### src/rtl/lru_tub_pkg.sv
// shared types and constants for the texture unit binder
// no dependencies
`timescale 1ns / 1ps

package lru_tub_pkg;

    localparam int ID_W            = 16;
    localparam int UNIT_OUT_W      = 3;
    localparam int UNIT_COUNT_DEF  = 8;

    // request kinds
    localparam logic KIND_BIND   = 1'b0;
    localparam logic KIND_UNBIND = 1'b1;

    // operation applied to the tables in the cycle a request resolves
    typedef enum logic [2:0] {
        OP_NONE,
        OP_HIT,
        OP_TAKE,
        OP_EVICT,
        OP_RELEASE
    } upd_op_t;

    typedef struct packed {
        upd_op_t           op;
        logic [ID_W-1:0]   id;
    } upd_t;

endpackage

### src/rtl/lru_texture_unit_binder_core.sv
// top level of the texture unit binder: request register, decision, result register
// depends on lru_tub_pkg, lru_tub_owner, lru_tub_recency, lru_tub_free_stack
`timescale 1ns / 1ps

// Binds texture ids to a pool of UNIT_COUNT texture units. A request (bind or
// unbind) is taken on any cycle with start high; busy is never raised, so one
// request per clock is sustained. Each request gives exactly one result, shown
// with done high for a single cycle: the request is taken into the request
// register, then passes through the owner match, list reorder and free stack
// update into the result register. Table updates land in the
// same edge as the result, so back-to-back requests on the same texture see
// each other. The receiver cannot stall results; it must sample on done.

module lru_texture_unit_binder_core
    import lru_tub_pkg::*;
#(
    parameter int UNIT_COUNT = UNIT_COUNT_DEF
)
(
    input  logic                  clk,
    input  logic                  rst_n,
    input  logic                  start,
    output logic                  busy,
    input  logic                  kind,
    input  logic [ID_W-1:0]       texture_id,
    output logic                  done,
    output logic [UNIT_OUT_W-1:0] unit,
    output logic                  hit,
    output logic                  evicted,
    output logic [ID_W-1:0]       evicted_texture,
    output logic                  released
);

    localparam int UW = (UNIT_COUNT > 1) ? $clog2(UNIT_COUNT) : 1;
    localparam int CW = $clog2(UNIT_COUNT + 1);

    logic                  req_valid_reg;
    logic                  req_kind_reg;
    logic [ID_W-1:0]       req_id_reg;

    logic                  own_hit;
    logic [UW-1:0]         hit_unit;
    logic [UW-1:0]         lru_unit;
    logic [ID_W-1:0]       lru_owner;
    logic [UW-1:0]         free_top;
    logic                  free_empty;

    upd_t                  upd;
    logic [UW-1:0]         sel_unit;
    logic [UW+UNIT_OUT_W-1:0] sel_unit_ext;

    logic                  done_reg;
    logic [UNIT_OUT_W-1:0] unit_reg;
    logic                  hit_reg;
    logic                  evicted_reg;
    logic [ID_W-1:0]       evtex_reg;
    logic                  released_reg;

    assign busy = 1'b0;

    // request register
    always_ff @(posedge clk or negedge rst_n)
    begin
        if (!rst_n)
        begin
            req_valid_reg <= 1'b0;
        end
        else
        begin
            req_valid_reg <= start;
        end
    end

    always_ff @(posedge clk)
    begin
        if (start)
        begin
            req_kind_reg <= kind;
            req_id_reg   <= texture_id;
        end
    end

    // table units
    lru_tub_owner #(
        .UNIT_COUNT (UNIT_COUNT),
        .UW         (UW)
    ) u_owner (
        .clk          (clk),
        .rst_n        (rst_n),
        .req_id       (req_id_reg),
        .lookup_unit  (lru_unit),
        .upd          (upd),
        .upd_unit     (sel_unit),
        .hit          (own_hit),
        .hit_unit     (hit_unit),
        .lookup_owner (lru_owner)
    );

    lru_tub_recency #(
        .UNIT_COUNT (UNIT_COUNT),
        .UW         (UW),
        .CW         (CW)
    ) u_recency (
        .clk      (clk),
        .rst_n    (rst_n),
        .hit_unit (hit_unit),
        .upd      (upd),
        .upd_unit (sel_unit),
        .lru_unit (lru_unit)
    );

    lru_tub_free_stack #(
        .UNIT_COUNT (UNIT_COUNT),
        .UW         (UW),
        .CW         (CW)
    ) u_free (
        .clk        (clk),
        .rst_n      (rst_n),
        .upd        (upd),
        .upd_unit   (sel_unit),
        .free_top   (free_top),
        .free_empty (free_empty)
    );

    // choose the operation and the unit it acts on
    always_comb
    begin
        upd.id   = req_id_reg;
        upd.op   = OP_NONE;
        sel_unit = '0;
        if (req_valid_reg && (req_id_reg != '0))
        begin
            if (req_kind_reg == KIND_BIND)
            begin
                priority if (own_hit)
                begin
                    upd.op   = OP_HIT;
                    sel_unit = hit_unit;
                end
                else if (!free_empty)
                begin
                    upd.op   = OP_TAKE;
                    sel_unit = free_top;
                end
                else
                begin
                    upd.op   = OP_EVICT;
                    sel_unit = lru_unit;
                end
            end
            else if (own_hit)
            begin
                upd.op   = OP_RELEASE;
                sel_unit = hit_unit;
            end
        end
    end

    // unit reported on its three-bit field
    assign sel_unit_ext = {{UNIT_OUT_W{1'b0}}, sel_unit};

    // result register
    always_ff @(posedge clk or negedge rst_n)
    begin
        if (!rst_n)
        begin
            done_reg <= 1'b0;
        end
        else
        begin
            done_reg <= req_valid_reg;
        end
    end

    always_ff @(posedge clk)
    begin
        unit_reg     <= sel_unit_ext[UNIT_OUT_W-1:0];
        hit_reg      <= (upd.op == OP_HIT);
        evicted_reg  <= (upd.op == OP_EVICT);
        evtex_reg    <= (upd.op == OP_EVICT) ? lru_owner : '0;
        released_reg <= (upd.op == OP_RELEASE);
    end

    assign done            = done_reg;
    assign unit            = unit_reg;
    assign hit             = hit_reg;
    assign evicted         = evicted_reg;
    assign evicted_texture = evtex_reg;
    assign released        = released_reg;

endmodule

### src/rtl/lru_tub_owner.sv
// owner table: texture id held by each unit, parallel id match
// depends on lru_tub_pkg
`timescale 1ns / 1ps

module lru_tub_owner
    import lru_tub_pkg::*;
#(
    parameter int UNIT_COUNT = UNIT_COUNT_DEF,
    parameter int UW         = 3
)
(
    input  logic            clk,
    input  logic            rst_n,
    input  logic [ID_W-1:0] req_id,
    input  logic [UW-1:0]   lookup_unit,
    input  upd_t            upd,
    input  logic [UW-1:0]   upd_unit,
    output logic            hit,
    output logic [UW-1:0]   hit_unit,
    output logic [ID_W-1:0] lookup_owner
);

    logic [ID_W-1:0]       owner_reg [UNIT_COUNT];
    logic [UNIT_COUNT-1:0] match;

    // compare the request id against every owner at once
    always_comb
    begin
        hit_unit = '0;
        for (int i = 0; i < UNIT_COUNT; i++)
        begin
            match[i] = (owner_reg[i] == req_id) && (req_id != '0);
            if (match[i])
            begin
                hit_unit = hit_unit | UW'(i);
            end
        end
        hit          = |match;
        lookup_owner = owner_reg[lookup_unit];
    end

    // owner updates
    always_ff @(posedge clk or negedge rst_n)
    begin
        if (!rst_n)
        begin
            for (int i = 0; i < UNIT_COUNT; i++)
            begin
                owner_reg[i] <= '0;
            end
        end
        else
        begin
            unique case (upd.op)
                OP_HIT, OP_TAKE, OP_EVICT: owner_reg[upd_unit] <= upd.id;
                OP_RELEASE:                owner_reg[upd_unit] <= '0;
                default:                   ;
            endcase
        end
    end

endmodule

### src/rtl/lru_tub_recency.sv
// recency list of units in use, most recent at position zero
// depends on lru_tub_pkg
`timescale 1ns / 1ps

module lru_tub_recency
    import lru_tub_pkg::*;
#(
    parameter int UNIT_COUNT = UNIT_COUNT_DEF,
    parameter int UW         = 3,
    parameter int CW         = 4
)
(
    input  logic          clk,
    input  logic          rst_n,
    input  logic [UW-1:0] hit_unit,
    input  upd_t          upd,
    input  logic [UW-1:0] upd_unit,
    output logic [UW-1:0] lru_unit
);

    logic [UW-1:0] rec_reg  [UNIT_COUNT];
    logic [UW-1:0] rec_next [UNIT_COUNT];
    logic [CW-1:0] used_reg;
    logic [CW-1:0] used_next;
    logic [CW-1:0] used_m1;
    logic [CW-1:0] hit_pos;
    logic [CW-1:0] ins_pos;

    assign used_m1  = used_reg - CW'(1);
    assign lru_unit = rec_reg[used_m1[UW-1:0]];

    // position of the hit unit within the live part of the list
    always_comb
    begin
        hit_pos = '0;
        for (int i = 0; i < UNIT_COUNT; i++)
        begin
            if ((rec_reg[i] == hit_unit) && (CW'(i) < used_reg))
            begin
                hit_pos = hit_pos | CW'(i);
            end
        end
    end

    // deepest position that shifts down when a unit goes to the front
    always_comb
    begin
        unique case (upd.op)
            OP_HIT:  ins_pos = hit_pos;
            OP_TAKE: ins_pos = used_reg;
            default: ins_pos = used_m1;
        endcase
    end

    // list reorder
    always_comb
    begin
        used_next = used_reg;
        for (int i = 0; i < UNIT_COUNT; i++)
        begin
            rec_next[i] = rec_reg[i];
        end
        unique case (upd.op)
            OP_HIT, OP_TAKE, OP_EVICT:
            begin
                rec_next[0] = upd_unit;
                for (int i = 1; i < UNIT_COUNT; i++)
                begin
                    if (CW'(i) <= ins_pos)
                    begin
                        rec_next[i] = rec_reg[i-1];
                    end
                end
                if (upd.op == OP_TAKE)
                begin
                    used_next = used_reg + CW'(1);
                end
            end
            OP_RELEASE:
            begin
                for (int i = 0; i < UNIT_COUNT - 1; i++)
                begin
                    if (CW'(i) >= hit_pos)
                    begin
                        rec_next[i] = rec_reg[i+1];
                    end
                end
                used_next = used_m1;
            end
            default: ;
        endcase
    end

    // list contents are meaningful only below the use count
    always_ff @(posedge clk)
    begin
        for (int i = 0; i < UNIT_COUNT; i++)
        begin
            rec_reg[i] <= rec_next[i];
        end
    end

    always_ff @(posedge clk or negedge rst_n)
    begin
        if (!rst_n)
        begin
            used_reg <= '0;
        end
        else
        begin
            used_reg <= used_next;
        end
    end

endmodule

### src/rtl/lru_tub_free_stack.sv
// stack of free units with its fill count
// depends on lru_tub_pkg
`timescale 1ns / 1ps

module lru_tub_free_stack
    import lru_tub_pkg::*;
#(
    parameter int UNIT_COUNT = UNIT_COUNT_DEF,
    parameter int UW         = 3,
    parameter int CW         = 4
)
(
    input  logic          clk,
    input  logic          rst_n,
    input  upd_t          upd,
    input  logic [UW-1:0] upd_unit,
    output logic [UW-1:0] free_top,
    output logic          free_empty
);

    logic [UW-1:0] fs_reg [UNIT_COUNT];
    logic [CW-1:0] free_cnt_reg;

    assign free_top   = fs_reg[0];
    assign free_empty = (free_cnt_reg == '0);

    // pop on take, push on release
    always_ff @(posedge clk or negedge rst_n)
    begin
        if (!rst_n)
        begin
            for (int i = 0; i < UNIT_COUNT; i++)
            begin
                fs_reg[i] <= UW'(i);
            end
            free_cnt_reg <= CW'(UNIT_COUNT);
        end
        else
        begin
            unique case (upd.op)
                OP_TAKE:
                begin
                    for (int i = 0; i < UNIT_COUNT - 1; i++)
                    begin
                        fs_reg[i] <= fs_reg[i+1];
                    end
                    free_cnt_reg <= free_cnt_reg - CW'(1);
                end
                OP_RELEASE:
                begin
                    fs_reg[0] <= upd_unit;
                    for (int i = 1; i < UNIT_COUNT; i++)
                    begin
                        fs_reg[i] <= fs_reg[i-1];
                    end
                    free_cnt_reg <= free_cnt_reg + CW'(1);
                end
                default: ;
            endcase
        end
    end

endmodule

### config.mk
export PLATFORM = sky130hd
export DESIGN_NAME = lru_texture_unit_binder_core
export DESIGN_NICKNAME = d
export VERILOG_FILES = /design/src/rtl/lru_tub_pkg.sv /design/src/rtl/lru_texture_unit_binder_core.sv /design/src/rtl/lru_tub_owner.sv /design/src/rtl/lru_tub_recency.sv /design/src/rtl/lru_tub_free_stack.sv
export SDC_FILE = /design/constraint.sdc
export NUM_CORES = 1
export LEC_CHECK = 0
export BUFFER_PORTS_ARGS = -buffer_cell sky130_fd_sc_hd__buf_2
export CAP_MARGIN = 20
export CORE_UTILIZATION = 55
export DETAILED_ROUTE_END_ITERATION = 16
export PLACE_DENSITY = 0.68
export SYNTH_ARGS = -nofsm -noshare
export SYNTH_HDL_FRONTEND = slang
export SYNTH_SLANG_ARGS = --single-unit
### constraint.sdc
create_clock -name clk -period 4.64 [get_ports clk]
set_input_delay 0.928 -clock clk [delete_from_list [all_inputs] [get_ports clk]]
set_output_delay 0.928 -clock clk [all_outputs]
set_load 0.05 [all_outputs]
Word-level counts from Yosys, hierarchy flattened
Memory sizes are Yosys's and may differ from the RTL's.
Index checks and enable logic that the tools add are counted.
- reduce and logical (&&, ||, !) cells: 24
- magnitude comparators: 24
- $add $sub $neg: 4
- mux-type cells: 52
- bitwise gates (word level): 4
- equality and inequality tests: 20
- operator list (cell ; number):
    128-bit case mux with 2 select lines ; 1
    128-bit bitwise AND ; 1
    128-bit bitwise mux ; 1
    16-bit == test ; 8
    128-bit inverter ; 1
    3-bit two-way mux ; 31
    21-bit case mux with 2 select lines ; 2
    16-bit binary-select mux with 3-bit select ; 1
    16-bit demux with 3-bit select ; 1
    16-bit two-way mux ; 3
    4-bit case mux with 2 select lines ; 3
    3-bit == test ; 7
    1-bit logical AND ; 17
    3-bit by 4-bit less-or-equal comparator with 1-bit output (first input constant) ; 4
    3-bit by 4-bit < comparator with 1-bit output (first input constant) ; 4
    16-bit nonzero test ; 1
    3-bit by 4-bit greater-or-equal comparator with 1-bit output (first input constant) ; 3
    2-bit two-way mux ; 5
    4-bit by 1-bit adder with 4-bit output (second input constant) ; 2
    1-bit by 4-bit greater-or-equal comparator with 1-bit output (first input constant) ; 2
    2-bit by 4-bit greater-or-equal comparator with 1-bit output (first input constant) ; 2
    4-bit greater-or-equal comparator (second input constant) ; 2
    2-bit by 4-bit less-or-equal comparator with 1-bit output (first input constant) ; 2
    2-bit by 4-bit < comparator with 1-bit output (first input constant) ; 2
    16 further kinds ; 22
- word-level logic and storage cells: 156
- memories kept: 1
- input bits: 20
- register bits after elaboration: 201
- RAM bits: 24
- output and inout port bits: 24
- memories (memory ; words ; bits a word ; rd ports ; clocked after memory_dff ; write ports ; RTL line ; source):
    u_recency.rec_reg ; 8 ; 3 ; 9 ; 0 ; 8 ; lru_tub_recency.sv:21 ; logic [UW-1:0] rec_reg [UNIT_COUNT];

Depth between registers and ports, before layout
- depth after elaboration: 22
- mapped depth: 16
- mapped depth without buffers: 12

Hierarchy
From an unflattened synthesis, not the netlist that was laid out.
- cells, all modules: 1077
- area, all modules: 12146.6 sq um
- modules (own cells, without submodules) (module ; sequential area each (sq um) ; cells each ; area an instance (sq um) ; instances):
    lru_tub_owner ; 3203.1 ; 623 ; 7332.0 ; 1
    lru_tub_recency ; 820.8 ; 207 ; 2074.5 ; 1
    lru_texture_unit_binder_core ; 1001.0 ; 106 ; 1383.8 ; 1
    lru_tub_free_stack ; 716.9 ; 141 ; 1356.3 ; 1

Worst setup path before layout
OpenSTA, ideal clock, no wires.
- path kind: flip-flop to flip-flop
- start: register req_id_reg[15] (netlist name)
- end: memory u_recency.rec_reg[1][0], enable pin
- path buffers: 3
- stages on the path, launching flop included: 14
- arrival time: 3252 ps
- period minus slack after synthesis: 3614 ps
- data required time: 4278 ps
- setup time: 362 ps
- path slack: 1026 ps
- cell sequence: edfxtp_1 buf_6 xnor2_1 nand4_1 nor4_2 o21a_1 buf_2 buf_2 nor3_1 a211oi_1 o32ai_2 nor3_1 o21ai_0 a221oi_1
- RTL lines (item ; RTL line):
    to (decl) ; lru_tub_recency.sv:21

==> results.md <==
- Relative slew slack: 36.9%
- Max VDD drop: roughly 0.37 mV
- Synthesized area: approximately 12000 sq um
- Clock slew at the register clock pins of the worst setup and hold paths: approximately 0.06 ns
- Final Hold Fails: 0
- Synth top cells by count: dfrtp_1 (149), mux2_2 (116), nand2_1 (115)
- Residual DRC: 0
- Sequential share of the synthesized area: a little under half
- CP Cell Sequence: xor2_1 > nor4_1 > nand4_1 > a21boi_1 > buf_4 > nor4b_1 > a211oi_1 > o32ai_1 > o31ai_1 > and4_1 > a221oi_1 > buf_4
- Tot Pwr: about 7.4 mW
- Largest net degree at the start of global routing: ~100
- Setup TNS: 0 ns
- Slew @ Worst Pin: roughly 0.95 ns
- Critical path data arrival time: 4.59 ns
- Max Cap Viol: 0
- Routed len/inst: between 20 and 25 um
- CP startpoint kind: flip-flop
- Min-delay worst type: reg -> reg
- DRT Pass-1 Iters: 5
- Final min period: 4.33 ns
- Crit-path max FO: 8
- DR vias/cell: roughly 6.2
- Dpl cell area: roughly 13000 sq um
- Critical path endpoint category: flip-flop
- Postcts setup bufs: 0
- Yosys Warn Count: 0
- Period Utilization, post-route: between 90% and 100%
- Fillers: ~1800
- Netlist cell types: 75
- Gp weighted congestion: around 0.97
- Clock root buffer: clkbuf_16
- Congestion Overflow GR: 0
- Total CTS buffers: 25
- First-pass GRT wire length: between 50000 and 60000 um
- Pre-CTS WS: 0.178 ns
- Hold depth: 2
- Post-synthesis average cell area: around 11 sq um
- Fmax: ~230 MHz
- I/O pin cnt: 44
- Most frequent cell after synthesis: dfrtp_1
- Row cnt: between 50 and 60
- Status: finished clean
- Worst EP required: 4.89 ns
- Largest register FFs: between 100 and 150
- Die Ht: approximately 150 um
- Gr usage total: a little under a third
- Final setup fails: 0
- Die ar.: between 20000 and 25000 sq um
- Fin Hold WS: around 0.46 ns
- CTS tree: built
- Buf/Inv on CP: 2
- Power density cells: ~530 nW/um^2
- Reg2Reg Depth: 12
- Syn nets: 1123
- RSZ-0062 raised after global routing: no
- Die X: approximately 150 um
- 1st-iter DRT viols: 750
- Post-synth EDFFs: 41
- Final Worst Setup Slack: about 0.31 ns
- Clock latency at the later pin of the worst-skew pair: around 0.54 ns
- Worst r2r src: req_id_reg[15]
- Share of layout cells above drive strength 1: between 20 and 30%
- Main synth FF type: dfrtp_1
- Clock sink count: 225
- Worst reg2reg path endpoint: u_recency.rec_reg[1][1]
- Most common cell on crit path: buf_4
- # diodes: 0
- Clock skew: 0.0146 ns
- P&R area growth vs syn: 11.0%
- Leakage power: 6.02 nW
- Final ANT Viol Nets: 0
- Starting Density: 56.6%
- Final nets: ~1200
- Clock buffer depth: 3
- Detailed Route WL: roughly 34000 um
- I/O Buffers: 42
- Crit path largest cell delay: roughly 0.59 ns
- Detailed Place HPWL: roughly 24000 um
- Core Box Area: 22000 sq um
- Critical path type: reg -> reg
- Detailed-route via count: 8870
- Finished Cell Area: ~14000 sq um
- R2r setup slk: slightly above 0.3 ns
- Top cell type's share of synthesized area: between 20 and 30%
- Max Slew Vio Count: 0
- Asr flop ratio synth: a little under three quarters
- Hold Crit Start: u_free.fs_reg[2]
- Kind of cell adding the most delay to the critical path: compound AO/OA/AOI/OAI gates
- Synth top area cells: dfrtp_1 (30%), mux2_2 (10%), edfxtp_1 (9.9%), xnor2_1 (6.4%), mux2i_1 (4.7%)
- Slowest CP cell: a21boi_1
- Vias in the first global route: 8830
- Syn Inst Count: 1097
- Synthesis-stage register bit count: between 200 and 250
- Hold path endpoint: u_free.fs_reg[2]
- Initial antenna violation count: 0
- H-tree depth: 1
- Area leader, netlist: dfrtp_1
worst register-to-register path: cells and delay by family, from the launching register on:
kind	cells	cell delay (ns)
AO/OA/AOI/OAI	5	1.55
XOR/XNOR	1	0.24
buffers and inverters	2	0.46
flip-flops	1	0.56
AND/OR/NAND/NOR	4	1.24
layout by cell type (no fill, tap or decap), types with 4 or more instances in the layout:
cell and instances:
nor2b_1 17, dfxtp_1 22, buf_4 43, nor4b_1 5, dfrtp_1 149, dfstp_2 13
inv_1 6, nor3_1 13, nor2_1 14, a211o_1 16, nand3_1 6, nand2_1 115
clkbuf_8 4, o21a_1 4, nor4_1 21, o21ai_0 28, xnor2_1 91, and2_1 13
mux4_2 6, a21oi_1 26, clkbuf_16 25, buf_12 6, a32o_1 6, mux2_1 13
xor2_1 59, a22o_1 17, nand4_1 25, ha_1 5, mux2i_1 55, clkinv_2 6
clkbuf_1 8, nand2b_1 5, and2_0 16, a211oi_1 22, mux2_2 116, o211ai_1 18
edfxtp_1 41, buf_2 41
metrics by stage:
step / cells / util [%]
floorplan: 1097 / -
global placement: 1394 / 59.3
detailed placement: 1394 / 59.3
CTS: 1440 / 62.8
global route: 1441 / 62.8
finish: 1441 / 62.8
worst max path at each step:
| stage | slack, ns | cells past startpoint | to | startpoint |
|---|---|---|---|---|
| floorplan | 1.03 | 13 | u_recency.rec_reg[1][0] | req_id_reg[15] |
| global placement | 0.19 | 12 | u_recency.rec_reg[1][0] | req_id_reg[8] |
| detailed placement | 0.18 | 12 | u_recency.rec_reg[1][0] | req_id_reg[8] |
| CTS | 0.15 | 12 | u_recency.rec_reg[1][1] | req_id_reg[15] |
| global route | 0.03 | 12 | u_recency.rec_reg[5][0] | req_id_reg[8] |
| finish | 0.31 | 12 | u_recency.rec_reg[1][1] | req_id_reg[15] |
where the power goes:
group          leakage [nW]  internal [mW]  total, mW  switching, mW
Clock                 0.370           1.06       1.87          0.808
Sequential             2.72           2.25       2.55          0.300
Combinational          2.94           1.20       2.94           1.74
timing repair:
item | 4_1_cts | 5_1_grt
gates resized for setup | 0 | 2
hold buffers | 0 | 0
setup endpoints to repair | 0 | 12
metal layers:
metal | GRT usage, % | routed length [um]
met5 | 0 | 0
met4 | 9.48 | 910
met3 | 5.57 | 2570
met2 | 44.8 | 14900
met1 | 44.5 | 15800
cell families after synthesis:
| group | Yosys count | synth area share [%] |
|---|---|---|
| AO/OA/AOI/OAI | 162 | 9.59 |
| adder cells (fa/ha/maj) | 6 | 0.662 |
| XOR/XNOR | 150 | 10.5 |
| AND/OR/NAND/NOR | 276 | 11.8 |
| buffers and inverters | 84 | 4.00 |
| multiplexers | 193 | 17.4 |
| flip-flops | 225 | 46.0 |
| other | 1 | 0.0301 |
final cells by class:
cell class | instances | area [sq um] | share of cell area [%]
clock inverters | 9 | 51.3 | 0.371
repair buffers | 92 | 671 | 4.84
multi-input cells | 788 | 6280 | 45.4
well taps | 280 | 350 | 2.53
inverters | 10 | 40.0 | 0.289
flip-flops and latches | 225 | 5740 | 41.5
clock buffers | 37 | 711 | 5.13
Power figures use the tool's default switching activity.
